[src/rtl/core/smlm_pkg.sv]
// ----------------------------------------------------------------------------
// smlm_pkg
// Character codes, field widths and character-class helpers shared by the
// self-move line matcher.
// ----------------------------------------------------------------------------
package smlm_pkg;

    localparam int BYTE_W  = 8;
    localparam int COUNT_W = 16;

    localparam logic [BYTE_W-1:0] CH_NUL     = 8'h00;
    localparam logic [BYTE_W-1:0] CH_TAB     = 8'h09;
    localparam logic [BYTE_W-1:0] CH_NEWLINE = 8'h0A;
    localparam logic [BYTE_W-1:0] CH_SPACE   = 8'h20;
    localparam logic [BYTE_W-1:0] CH_PERCENT = 8'h25;
    localparam logic [BYTE_W-1:0] CH_COMMA   = 8'h2C;
    localparam logic [BYTE_W-1:0] CH_B       = 8'h62;
    localparam logic [BYTE_W-1:0] CH_L       = 8'h6C;
    localparam logic [BYTE_W-1:0] CH_M       = 8'h6D;
    localparam logic [BYTE_W-1:0] CH_O       = 8'h6F;
    localparam logic [BYTE_W-1:0] CH_Q       = 8'h71;
    localparam logic [BYTE_W-1:0] CH_V       = 8'h76;
    localparam logic [BYTE_W-1:0] CH_W       = 8'h77;

    function automatic logic f_is_blank(input logic [BYTE_W-1:0] c);
        return (c == CH_SPACE) || (c == CH_TAB);
    endfunction

    function automatic logic f_is_alnum(input logic [BYTE_W-1:0] c);
        return ((c >= 8'h30) && (c <= 8'h39)) ||
               ((c >= 8'h41) && (c <= 8'h5A)) ||
               ((c >= 8'h61) && (c <= 8'h7A));
    endfunction

    function automatic logic f_is_term(input logic [BYTE_W-1:0] c);
        return (c == CH_NEWLINE) || (c == CH_NUL);
    endfunction

    function automatic logic f_is_suffix(input logic [BYTE_W-1:0] c);
        return (c == CH_Q) || (c == CH_L) || (c == CH_W) || (c == CH_B);
    endfunction

endpackage

[src/rtl/core/self_move_line_matcher.sv]
// ----------------------------------------------------------------------------
// self_move_line_matcher
// Parses one assembly text line a byte per request and reports whether it
// is a register move to itself, with a saturating count of such lines.
// ----------------------------------------------------------------------------
// Result path: a line's final byte is accepted into the input register, then
//   the parse logic writes the line's result into the result register.
// Throughput: one byte per cycle; a final byte waits in the input register
//   only while an earlier result is held unaccepted at the output.
// Reset: synchronous active low; clears the parser, count and both valids.
//   The name buffer has no reset.
module self_move_line_matcher
    import smlm_pkg::*;
#(
    parameter int MAX_NAME_CHARS = 8
) (
    input  logic               i_clk,
    input  logic               i_rst_n,
    input  logic               i_valid,
    output logic               o_ready,
    input  logic [BYTE_W-1:0]  i_text_byte,
    input  logic               i_text_end,
    output logic               o_valid,
    input  logic               i_ready,
    output logic               o_is_self_move,
    output logic [COUNT_W-1:0] o_match_total
);

    localparam int IDX_W = $clog2(MAX_NAME_CHARS);
    localparam int LEN_W = $clog2(MAX_NAME_CHARS + 2);
    localparam logic [LEN_W-1:0] MAX_LEN = LEN_W'(MAX_NAME_CHARS);

    typedef enum logic [3:0] {
        PH_TAB, PH_M, PH_O, PH_V, PH_SUFFIX, PH_BLANKREQ, PH_BLANKS1,
        PH_N1FIRST, PH_N1, PH_BLANKS2, PH_N2FIRST, PH_N2, PH_TRAIL, PH_DONE
    } t_phase;

    logic               r_in_valid;
    logic [BYTE_W-1:0]  r_byte;
    logic               r_end;

    t_phase             r_phase, n_phase;
    logic [LEN_W-1:0]   r_len, n_len;
    logic [LEN_W-1:0]   r_pos, n_pos;
    logic               r_differ, n_differ;
    logic               r_match, n_match;
    logic [COUNT_W-1:0] r_count, n_count;
    logic [BYTE_W-1:0]  r_name [MAX_NAME_CHARS];

    logic               r_out_valid;
    logic               r_out_hit;
    logic [COUNT_W-1:0] r_out_total;

    logic               advance;
    logic               store;
    logic               cmp;
    logic               do_decide;
    logic               hit;
    logic [BYTE_W-1:0]  name_rd;

    function automatic logic f_ok(input logic [LEN_W-1:0] len,
                                  input logic [LEN_W-1:0] pos,
                                  input logic             differ);
        return (len <= MAX_LEN) && !differ && (pos == len) && (len != '0);
    endfunction

    assign advance = r_in_valid && (!r_end || !r_out_valid || i_ready);
    assign o_ready = !r_in_valid || advance;
    assign name_rd = r_name[r_pos[IDX_W-1:0]];

    always_comb begin
        n_phase   = r_phase;
        n_len     = r_len;
        n_pos     = r_pos;
        n_differ  = r_differ;
        n_match   = r_match;
        store     = 1'b0;
        cmp       = 1'b0;
        do_decide = 1'b0;
        unique case (r_phase)
            PH_TAB:      n_phase = (r_byte == CH_TAB) ? PH_M : PH_DONE;
            PH_M:        n_phase = (r_byte == CH_M) ? PH_O : PH_DONE;
            PH_O:        n_phase = (r_byte == CH_O) ? PH_V : PH_DONE;
            PH_V:        n_phase = (r_byte == CH_V) ? PH_SUFFIX : PH_DONE;
            PH_SUFFIX: begin
                if (f_is_suffix(r_byte)) n_phase = PH_BLANKREQ;
                else if (f_is_blank(r_byte)) n_phase = PH_BLANKS1;
                else n_phase = PH_DONE;
            end
            PH_BLANKREQ: n_phase = f_is_blank(r_byte) ? PH_BLANKS1 : PH_DONE;
            PH_BLANKS1: begin
                if (r_byte == CH_PERCENT) n_phase = PH_N1FIRST;
                else if (!f_is_blank(r_byte)) n_phase = PH_DONE;
            end
            PH_N1FIRST: begin
                if (f_is_alnum(r_byte)) begin
                    store   = 1'b1;
                    n_phase = PH_N1;
                end else begin
                    n_phase = PH_DONE;
                end
            end
            PH_N1: begin
                if (f_is_alnum(r_byte)) store = 1'b1;
                else if (r_byte == CH_COMMA) n_phase = PH_BLANKS2;
                else n_phase = PH_DONE;
            end
            PH_BLANKS2: begin
                if (r_byte == CH_PERCENT) begin
                    n_pos    = '0;
                    n_differ = 1'b0;
                    n_phase  = PH_N2FIRST;
                end else if (!f_is_blank(r_byte)) begin
                    n_phase = PH_DONE;
                end
            end
            PH_N2FIRST: begin
                if (f_is_alnum(r_byte)) begin
                    cmp     = 1'b1;
                    n_phase = PH_N2;
                end else begin
                    n_phase = PH_DONE;
                end
            end
            PH_N2: begin
                if (f_is_alnum(r_byte)) cmp = 1'b1;
                else if (f_is_blank(r_byte)) n_phase = PH_TRAIL;
                else if (f_is_term(r_byte)) do_decide = 1'b1;
                else n_phase = PH_DONE;
            end
            PH_TRAIL: begin
                if (f_is_term(r_byte)) do_decide = 1'b1;
                else if (!f_is_blank(r_byte)) n_phase = PH_DONE;
            end
            PH_DONE:     n_phase = PH_DONE;
            default:     n_phase = PH_DONE;
        endcase

        if (store && (r_len <= MAX_LEN)) n_len = r_len + 1'b1;
        if (cmp) begin
            if ((r_pos < r_len) && (r_pos < MAX_LEN)) begin
                if (name_rd != r_byte) n_differ = 1'b1;
            end else begin
                n_differ = 1'b1;
            end
            if (r_pos <= MAX_LEN) n_pos = r_pos + 1'b1;
        end

        if (do_decide) begin
            n_phase = PH_DONE;
            n_match = f_ok(n_len, n_pos, n_differ);
        end else if (n_phase == PH_DONE && r_phase != PH_DONE) begin
            n_match = 1'b0;
        end

        if (n_phase == PH_N2 || n_phase == PH_TRAIL) hit = f_ok(n_len, n_pos, n_differ);
        else if (n_phase != PH_DONE) hit = 1'b0;
        else hit = n_match;

        n_count = (r_end && hit && (r_count != '1)) ? r_count + 1'b1 : r_count;
    end

    always_ff @(posedge i_clk) begin
        if (!i_rst_n) begin
            r_in_valid  <= 1'b0;
            r_out_valid <= 1'b0;
            r_phase     <= PH_TAB;
            r_len       <= '0;
            r_pos       <= '0;
            r_differ    <= 1'b0;
            r_match     <= 1'b0;
            r_count     <= '0;
        end else begin
            if (o_ready) begin
                r_in_valid <= i_valid;
                r_byte     <= i_text_byte;
                r_end      <= i_text_end;
            end
            if (advance && r_end) begin
                r_out_valid <= 1'b1;
                r_out_hit   <= hit;
                r_out_total <= n_count;
            end else if (i_ready) begin
                r_out_valid <= 1'b0;
            end
            if (advance) begin
                r_count <= n_count;
                if (r_end) begin
                    r_phase  <= PH_TAB;
                    r_len    <= '0;
                    r_pos    <= '0;
                    r_differ <= 1'b0;
                    r_match  <= 1'b0;
                end else begin
                    r_phase  <= n_phase;
                    r_len    <= n_len;
                    r_pos    <= n_pos;
                    r_differ <= n_differ;
                    r_match  <= n_match;
                end
            end
        end
    end

    always_ff @(posedge i_clk) begin
        if (advance && store && (r_len < MAX_LEN)) begin
            r_name[r_len[IDX_W-1:0]] <= r_byte;
        end
    end

    assign o_valid        = r_out_valid;
    assign o_is_self_move = r_out_hit;
    assign o_match_total  = r_out_total;

`ifndef SYNTHESIS
    a_len_bound: assert property (@(posedge i_clk) disable iff (!i_rst_n)
        r_len <= MAX_LEN + 1'b1)
        else $error("name length beyond bound");

    a_pos_bound: assert property (@(posedge i_clk) disable iff (!i_rst_n)
        r_pos <= MAX_LEN + 1'b1)
        else $error("compare position beyond bound");

    a_match_done: assert property (@(posedge i_clk) disable iff (!i_rst_n)
        (r_phase != PH_DONE) |-> !r_match)
        else $error("match verdict held outside done phase");

    a_hit_count: assert property (@(posedge i_clk) disable iff (!i_rst_n)
        (o_valid && o_is_self_move) |-> (o_match_total != '0))
        else $error("match reported with zero total");

    a_count_mono: assert property (@(posedge i_clk) disable iff (!i_rst_n)
        $past(i_rst_n) |-> (r_count >= $past(r_count)))
        else $error("match count decreased");
`endif

endmodule
[config.mk]
export PLATFORM = sky130hd
export DESIGN_NAME = self_move_line_matcher
export DESIGN_NICKNAME = d
export VERILOG_FILES = /design/src/rtl/core/smlm_pkg.sv /design/src/rtl/core/self_move_line_matcher.sv
export SDC_FILE = /design/constraint.sdc
export NUM_CORES = 1
export LEC_CHECK = 0
export ABC_AREA = 1
export BUFFER_PORTS_ARGS = -buffer_cell sky130_fd_sc_hd__buf_4
export CAP_MARGIN = 20
export CORE_UTILIZATION = 46
export DETAILED_ROUTE_END_ITERATION = 6
export PLACE_DENSITY = 0.6
export SLEW_MARGIN = 20
export SYNTH_ARGS = -nofsm -noshare
export SYNTH_HDL_FRONTEND = slang
export SYNTH_SLANG_ARGS = --single-unit
[constraint.sdc]
create_clock -name i_clk -period 4.55 [get_ports i_clk]
set_input_delay 0.455 -clock i_clk [delete_from_list [all_inputs] [get_ports i_clk]]
set_output_delay 0.455 -clock i_clk [all_outputs]
set_load 0.1 [all_outputs]
Word-level counts from Yosys, hierarchy flattened. Memories as Yosys holds them, arrays and structs flattened. A register that Yosys moved wholly into a read port is not among the register bits. Cells that the tools add are included.

Logic and storage cells: 150. Memories: 1. Output and inout bits: 19. Register bits: 58. Bits in read-only memories: 0. Input port bits: 13. RAM bits: 64. Latch bits: 0.

Memory list: r_name (words 8, width 8, rd ports 1, clocked after memory_dff 1, write ports 1, line self_move_line_matcher.sv:48) `logic [BYTE_W-1:0] r_name [MAX_NAME_CHARS];`.

Multiplexer cells: 52. Reduce and logical (&&, ||, !) cells: 38. Add/sub/neg operators: 3. $mul: 0. Shift operators: 0. Bitwise operators: 0. Equality and inequality tests: 32. Div/mod/pow operators: 0. Order comparisons: 12.

Operators with widths (count): 4-bit 2-to-1 mux (23); 8-bit by 7-bit equality test with 1-bit output, second input constant (7); 4-bit case mux with 13 select lines (1); 4-bit equality test, second input constant (8); 8-bit by 6-bit equality test with 1-bit output, second input constant (3); 1-bit 2-to-1 mux (21); 16-bit by 1-bit adder with 16-bit output, second input constant (1); 4-bit by 3-bit equality test with 1-bit output, second input constant (4); 8-bit by 4-bit equality test with 1-bit output, second input constant (2); 8-bit by 7-bit >= comparator with 1-bit output, second input constant (2); 8-bit by 7-bit less-or-equal comparator with 1-bit output, second input constant (2); 16-bit 2-to-1 mux (1); 16-bit != test, second input constant (1); 1-bit logical AND (15); 3-bit 2-to-1 mux (5); 4-bit less-or-equal comparator, second input constant (3); 1-bit logical OR (11); 4-bit by 1-bit adder with 4-bit output, second input constant (2); 4-bit by 2-bit equality test with 1-bit output, second input constant (2); 8-bit by 6-bit >= comparator with 1-bit output, second input constant (1); 8-bit by 6-bit less-or-equal comparator with 1-bit output, second input constant (1); 8-bit zero test (1); 4-bit less-than comparator, second input constant (2); 4-bit != test, second input constant (2); 11 further kinds (16).

Logic depth before layout (Yosys ltp). Gate-level depths: netlist of the first run.

Depth in word-level cells: 18. Mapped depth: 27. Depth with buffers taken out: 24.

Least setup slack after synthesis of the first run. Ideal clock, no wire load.

Path kind: register -> register. Start: register r_out_valid (netlist: o_valid). End: register r_byte[0], enable pin. Slack: 1.665 ns. Data required time: 4.267 ns. Data arrival time: 2.602 ns. Stages on the path, launching flop included: 4. Clock period less this slack: 2.885 ns. Cells stage by stage: dfxtp_1 -> nand4_1 -> nand2_1 -> inv_1.

Word-level cells in the longest chain between the ends: 6.

RTL lines: start: declaration (line self_move_line_matcher.sv:50) `logic r_out_valid;`; start signal: assignment (line self_move_line_matcher.sv:166) `r_out_valid <= 1'b0;`; start signal: assignment (line self_move_line_matcher.sv:180) `r_out_valid <= 1'b1;`; start signal: assignment (line self_move_line_matcher.sv:184) `r_out_valid <= 1'b0;`; 1-bit zero test (line self_move_line_matcher.sv:67) `assign advance = r_in_valid && (!r_end || !r_out_valid || i_ready);`; 1-bit logical OR (2 in a row) (line self_move_line_matcher.sv:67); 1-bit logical AND (line self_move_line_matcher.sv:67); 1-bit logical OR (line self_move_line_matcher.sv:68) `assign o_ready = !r_in_valid || advance;`; named net o_ready (line self_move_line_matcher.sv:20) `output logic o_ready,`; 2-bit AND reduction (no source line); end signal: assignment (line self_move_line_matcher.sv:176) `r_byte <= i_text_byte;`; end: declaration (line self_move_line_matcher.sv:39) `logic [BYTE_W-1:0] r_byte;`.

The timed path passes the listed nets, and every way through them passes these cells. A chain may end at the register's enable or synchronous reset.

==> results.json, run 1 <==
{
  "drt-wirelength-per-cell_um": 15.8,
  "synth.most_common_cell": "nand2_1",
  "powerDensity_mw_per_mm2": 350,
  "grt_overflow": 0,
  "fmax_ghz": 0.291,
  "grt_pass1_vias": 5468,
  "cts_sinks": 125,
  "muxShareOfSynthArea_pct": 0,
  "min_path_type": "input pin to flip-flop",
  "antenna_found_initial": 0,
  "drc_errors": 0,
  "synth_nets": 883,
  "port_buffers": 31,
  "die_x_um": 124,
  "grt_pass1_wl_mm": 27.6,
  "final-max-slew-violation-count": 0,
  "yosys.area_share.simple_pct": 31.6,
  "root_buffer": "clkbuf_16",
  "finalSetupTns_ns": 0,
  "setup-violations-final": 0,
  "arrival_ns": 3.60,
  "syn_inst": 862,
  "crit_required_ns": 4.72,
  "power_uw": 2710,
  "leakage_uw": 0.00334,
  "first_pass_iters": 5,
  "multi_input_area_mm2": 0.00282,
  "fin_crit_ns": 3.43,
  "synth_common_cells": "nand2_1 (237), inv_1 (114), edfxtp_1 (90)",
  "synth-compound-area-share_pct": 5.96,
  "synthTopCellsByArea": "edfxtp_1 (40%), nand2_1 (13%), dfxtp_1 (10%)",
  "yosysUniqueCellTypes": 37,
  "holdCritStartpoint": "i_text_end",
  "synth_warnings": 0,
  "cts_hold_buf": 0,
  "hold_path_depth": 1,
  "core_mm2": 0.0145,
  "ys_ff_latch": 125,
  "finalCritPeriodShare_pct": 75.5,
  "die_h_um": 124,
  "rows": 44,
  "drtIter0Drc": 491,
  "grt_usage_pct": 24.3,
  "peakVddDrop_uv": 239,
  "dpl-instance-area_mm2": 0.00722,
  "yosysTopAreaCellShare_pct": 39.6,
  "fin_worst_skew_ns": 0.0114,
  "area_growth_pct": 13.8,
  "fillerInstances": 1345,
  "diodes": 0,
  "drt-total-wl_mm": 17.2,
  "worstPathMaxFanout": 36,
  "holdWs_ns": 0.204,
  "rsz0062_at_grt": "no",
  "drive_above_1_share_pct": 12.1,
  "end_kind": "flip-flop",
  "start_util_pct": 47.1,
  "cts_buffers": 17,
  "vias_per_cell": 5.31,
  "clockBufferDepth": 2,
  "gp_congestion": 0.884,
  "rr_worst_depth": 22,
  "seqCellArea_mm2": 0.00340,
  "grt_max_degree": 37,
  "cts_resized": 0,
  "h-tree-depth": 4,
  "yosys.area.top_type": "edfxtp_1",
  "synth_area_mm2": 0.00683,
  "die_area_mm2": 0.0153,
  "post_cts_buffers": 0,
  "synth_xor_area_share_pct": 2.05,
  "final_area_mm2": 0.00777,
  "ant_nets": 0,
  "maxSlewHeadroom_pct": 29.0,
  "ios": 32,
  "dp_hpwl_mm": 11.8,
  "path_clk_slew_ns": 0.06,
  "worst_slew_pin_slew_ns": 1.06,
  "synth_edf_count": 90,
  "worstSkewPairLatency_ns": 0.43,
  "ys.flop_type": "edfxtp_1",
  "num-nets-final": 914,
  "critical_path.startpoint_type": "flip-flop",
  "critPathKind": "flip-flop to flip-flop",
  "maxCapViolCount": 0,
  "synth_top_family_by_area": "simple AND/OR/NAND/NOR gates",
  "ys_async_sr_fraction_pct": 0,
  "syn_area_per_cell_um2": 7.92,
  "cts_tree": "yes",
  "status": "completed",
  "hold_violations": 0,
  "synth_fa_ha_area_share_pct": 1.47,
  "vias": 5774,
  "ys_seq_area_share_pct": 49.9
}
## cell type report
class,count,share of cell area (%)
repair buffers,42,4.06
clock buffers,17,5.48
well taps,184,2.96
flip-flops and latches,125,43.8
clock inverters,13,1.51
inverters,121,5.85
multi-input cells,586,36.3
## critical path, stage by stage, from the launching register on
cell and delay [ns]:
dfxtp_1 0.30, buf_4 0.34, inv_2 0.30, nand2_1 0.12
nand3_1 0.09, nand3_1 0.16, nand2_1 0.07, nand2_1 0.05
nand2_1 0.09, nor2_1 0.11, nand2_1 0.06, nor2_1 0.09
nand2_1 0.08, nand2_1 0.07, nand2_1 0.07, nor2_1 0.13
nand3_1 0.09, nand2_1 0.10, nand2_2 0.07, nand2_4 0.22
nand3_4 0.29, nand2_1 0.18, nand2_1 0.07
## cells by family after synthesis
| family | Yosys count |
|---|---|
| simple gates | 485 |
| xor+xnor | 16 |
| compound gates | 77 |
| flops | 125 |
| fa+ha+maj | 8 |
| buf+inv | 151 |
## final timing paths
kind / slack (ns) / to
min reg2reg: 0.47 / r_differ$_SDFFE_PN0P_
min: 0.20 / r_end$_DFFE_PP_
max: 1.12 / o_match_total[15]$_DFFE_PP_
max reg2reg: 1.12 / o_match_total[15]$_DFFE_PP_
## layer usage
metal | up-vias | wire (um) | global-route usage, %
li1 | 2876 | - | -
met5 | - | 0 | 0
met3 | 21 | 1100 | 6.23
met1 | 2712 | 7870 | 32.1
met2 | 165 | 7980 | 38.4
met4 | 0 | 243 | 9.04
## stage by stage
stage | utilization [%] | cells | setup WS (ns)
floorplan | - | 862 | 1.66
global placement | 49.8 | 1058 | 1.18
detailed placement | 49.9 | 1058 | 1.12
CTS | 53.6 | 1088 | 1.11
global route | 53.6 | 1088 | 0.719
finish | 53.6 | 1088 | 1.12
## power breakdown
group | total (uW) | internal (uW) | switching (uW)
Clock | 1260 | 745 | 517
Sequential | 1270 | 1240 | 31.6
Combinational | 180 | 54.6 | 125
## flip-flops by register name, indices dropped and copies added (netlist names), 4 cells and up, named ones only
name           cells
r_name            64
o_match_total     16
r_count           16
r_byte             8
r_len              4
r_phase            4
r_pos              4
## placed cells by master (no fill, tap or decap), types with 3 or more instances in the layout
cell          n
nor2_2        4
xor2_1       15
edfxtp_1     90
dfxtp_1      35
clkinvlp_4    4
nand3_1      80
o21ai_0      26
inv_1       113
clkinv_1      3
nand2_2      14
a21oi_1      36
o21ai_1       5
nor3_1       18
nor4_1        4
nor2_1       87
buf_4        42
clkbuf_16    17
o211ai_1      4
nor3_2        3
nand2_1     237
inv_6         3
inv_2         6
nand3_2       3
nand4_1      26
ha_1          8
Note: power is estimated with default switching activity, not from simulation.
==> run 2, diff against run 1 <==
ABC_AREA = 0   (was 1)
clock period = 3.5 ns   (was 4.55 ns; I/O delays follow)
==> results.json, run 2 <==
{
  "power_uw": 3680,
  "core_mm2": 0.0141,
  "setup-violations-final": 0,
  "drt-wirelength-per-cell_um": 18.9,
  "fin_crit_ns": 3.45,
  "synthTopCellsByArea": "edfxtp_1 (40%), dfxtp_1 (10%), mux2i_1 (5.6%)",
  "drc_errors": 0,
  "h-tree-depth": 4,
  "cts_sinks": 125,
  "die_area_mm2": 0.0152,
  "port_buffers": 31,
  "largest_register_ff_count": 64,
  "die_x_um": 123,
  "dp_hpwl_mm": 11.2,
  "worstSkewPairLatency_ns": 0.42,
  "synth_area_mm2": 0.00676,
  "min_path_type": "input pin to flip-flop",
  "slowest_stage": "or4_4",
  "path_cells": "or4_4 -> or3_4 -> a211oi_4 -> nand2_2 -> nor4_4 -> nor4_1 -> buf_4 -> a41oi_4 -> buf_12 -> nor2_4 -> mux2_4",
  "yosys.area.top_type": "edfxtp_1",
  "drtIter0Drc": 350,
  "start_util_pct": 47.9,
  "grt_max_degree": 37,
  "ys_ff_latch": 125,
  "critPathKind": "flip-flop to flip-flop",
  "finalSetupTns_ns": 0,
  "syn_area_per_cell_um2": 11.3,
  "vias": 5091,
  "fillerInstances": 1162,
  "finalCritPeriodShare_pct": 98.6,
  "yosysUniqueCellTypes": 81,
  "critical_path.startpoint_type": "flip-flop",
  "rows": 43,
  "syn_inst": 596,
  "synth_warnings": 0,
  "path_clk_slew_ns": 0.06,
  "cts_tree": "yes",
  "dp.cells": 822,
  "vias_per_cell": 5.88,
  "crit_family": "simple AND/OR/NAND/NOR gates",
  "synth_nets": 617,
  "grt_pass1_vias": 4850,
  "cts_hold_buf": 0,
  "area_growth_pct": 22.3,
  "drt-total-wl_mm": 16.4,
  "critPathMaxStageDelay_ns": 0.57,
  "gp_congestion": 0.864,
  "final_common_cell": "buf_4",
  "rsz0062_at_grt": "yes",
  "die_h_um": 123,
  "crit_buf_inv": 2,
  "arrival_ns": 3.62,
  "diodes": 0,
  "num-nets-final": 694,
  "final_cells": 866,
  "worstPathMaxFanout": 13,
  "grt_usage_pct": 23.0,
  "maxSlewHeadroom_pct": 50.8,
  "final-max-slew-violation-count": 0,
  "setup_slack_ns": 0.0473,
  "ys.flop_type": "edfxtp_1",
  "pre_cts_ws_ns": -0.00685,
  "synth_common_cells": "edfxtp_1 (90), nand2_1 (40), mux2i_1 (38)",
  "clockBufferDepth": 2,
  "ios": 32,
  "crit_required_ns": 3.67,
  "root_buffer": "clkbuf_16",
  "synth_edf_count": 90,
  "fmax_ghz": 0.290,
  "leakage_uw": 0.00289,
  "peakVddDrop_uv": 321,
  "ant_nets": 0,
  "grt_overflow": 0,
  "powerDensity_mw_per_mm2": 446,
  "yosysTopAreaCellShare_pct": 40.0,
  "final_cell_mix": "buf_4 (93), edfxtp_1 (90), nand2_1 (39), mux2i_1 (37), nor2_1 (36)",
  "first_pass_iters": 5,
  "worst_slew_pin_slew_ns": 0.737,
  "ys_seq_area_share_pct": 50.4,
  "antenna_found_initial": 0,
  "end_kind": "flip-flop",
  "grt_pass1_wl_mm": 25.8,
  "cts_buffers": 17,
  "maxCapViolCount": 0,
  "ys_async_sr_fraction_pct": 0,
  "drive_above_1_share_pct": 26.2,
  "synth.most_common_cell": "edfxtp_1",
  "status": "completed",
  "hold_violations": 0,
  "fin_worst_skew_ns": 0.00851
}
==> run 2: timing repair <==
item	in CTS	in global routing
endpoints found under the setup margin	1	32
pin swaps	1	5
resized for setup	1	15
setup buffers	0	12
==> run 2: cell families after synthesis <==
group,Yosys count,share of synthesized area (%)
simple gates,229,20.0
flops,125,50.4
compound gates,102,11.1
buf+inv,56,4.07
mux,52,9.85
xor+xnor,24,3.11
fa+ha+maj,8,1.48
==> run 2: final timing paths <==
kind	startpoint	end	depth (start not counted)	slack [ns]
worst max-delay path	r_byte[6]$_DFFE_PP_	o_match_total[1]$_DFFE_PP_	11	0.05
worst min-delay path	i_text_byte[5]	r_byte[5]$_DFFE_PP_	1	0.11
worst max register to register	r_byte[6]$_DFFE_PP_	o_match_total[1]$_DFFE_PP_	11	0.05
worst min register to register	r_match$_SDFFE_PN0P_	r_match$_SDFFE_PN0P_	2	0.49
==> run 2: through the flow <==
stage               hold slack (ns)  utilization [%]  area (um^2)
finish                        0.105             58.6         8260
global placement              0.463             53.1         7490
global route                 0.0937             58.6         8260
floorplan                     0.445                -         6760
detailed placement            0.484             53.1         7490
CTS                          0.0935             57.6         8120
==> run 2: area by class of cell <==
type / count / area, um^2 / share of cell area, %
Tap cell: 180 / 225 / 2.73
Clock inverter: 14 / 194 / 2.35
Multi-Input combinational cell: 415 / 3160 / 38.3
Sequential cell: 125 / 3400 / 41.2
Clock buffer: 18 / 429 / 5.19
Timing Repair Buffer: 99 / 795 / 9.61
Inverter: 15 / 56.3 / 0.681
==> run 2: worst register-to-register path, cell delays in order (launching register included) <==
cell	delay, ns
edfxtp_1	0.44
or4_4	0.57
or3_4	0.41
a211oi_4	0.25
nand2_2	0.09
nor4_4	0.41
nor4_1	0.11
buf_4	0.15
a41oi_4	0.24
buf_12	0.18
nor2_4	0.05
mux2_4	0.30
==> run 2: where the power goes <==
group	internal [uW]	leakage [uW]	switching, uW
clock	1190	0.000289	665
sequential	1590	0.00113	14.4
combinational	87.0	0.00147	132
total	2870	0.00289	811
==> run 2: routing by layer <==
layer / track usage, % / share of wire (%)
met1: 28.5 / 43
met3: 4.29 / 4.4
met5: 0 / 0
met2: 38.8 / 50
met4: 10.3 / 2.8
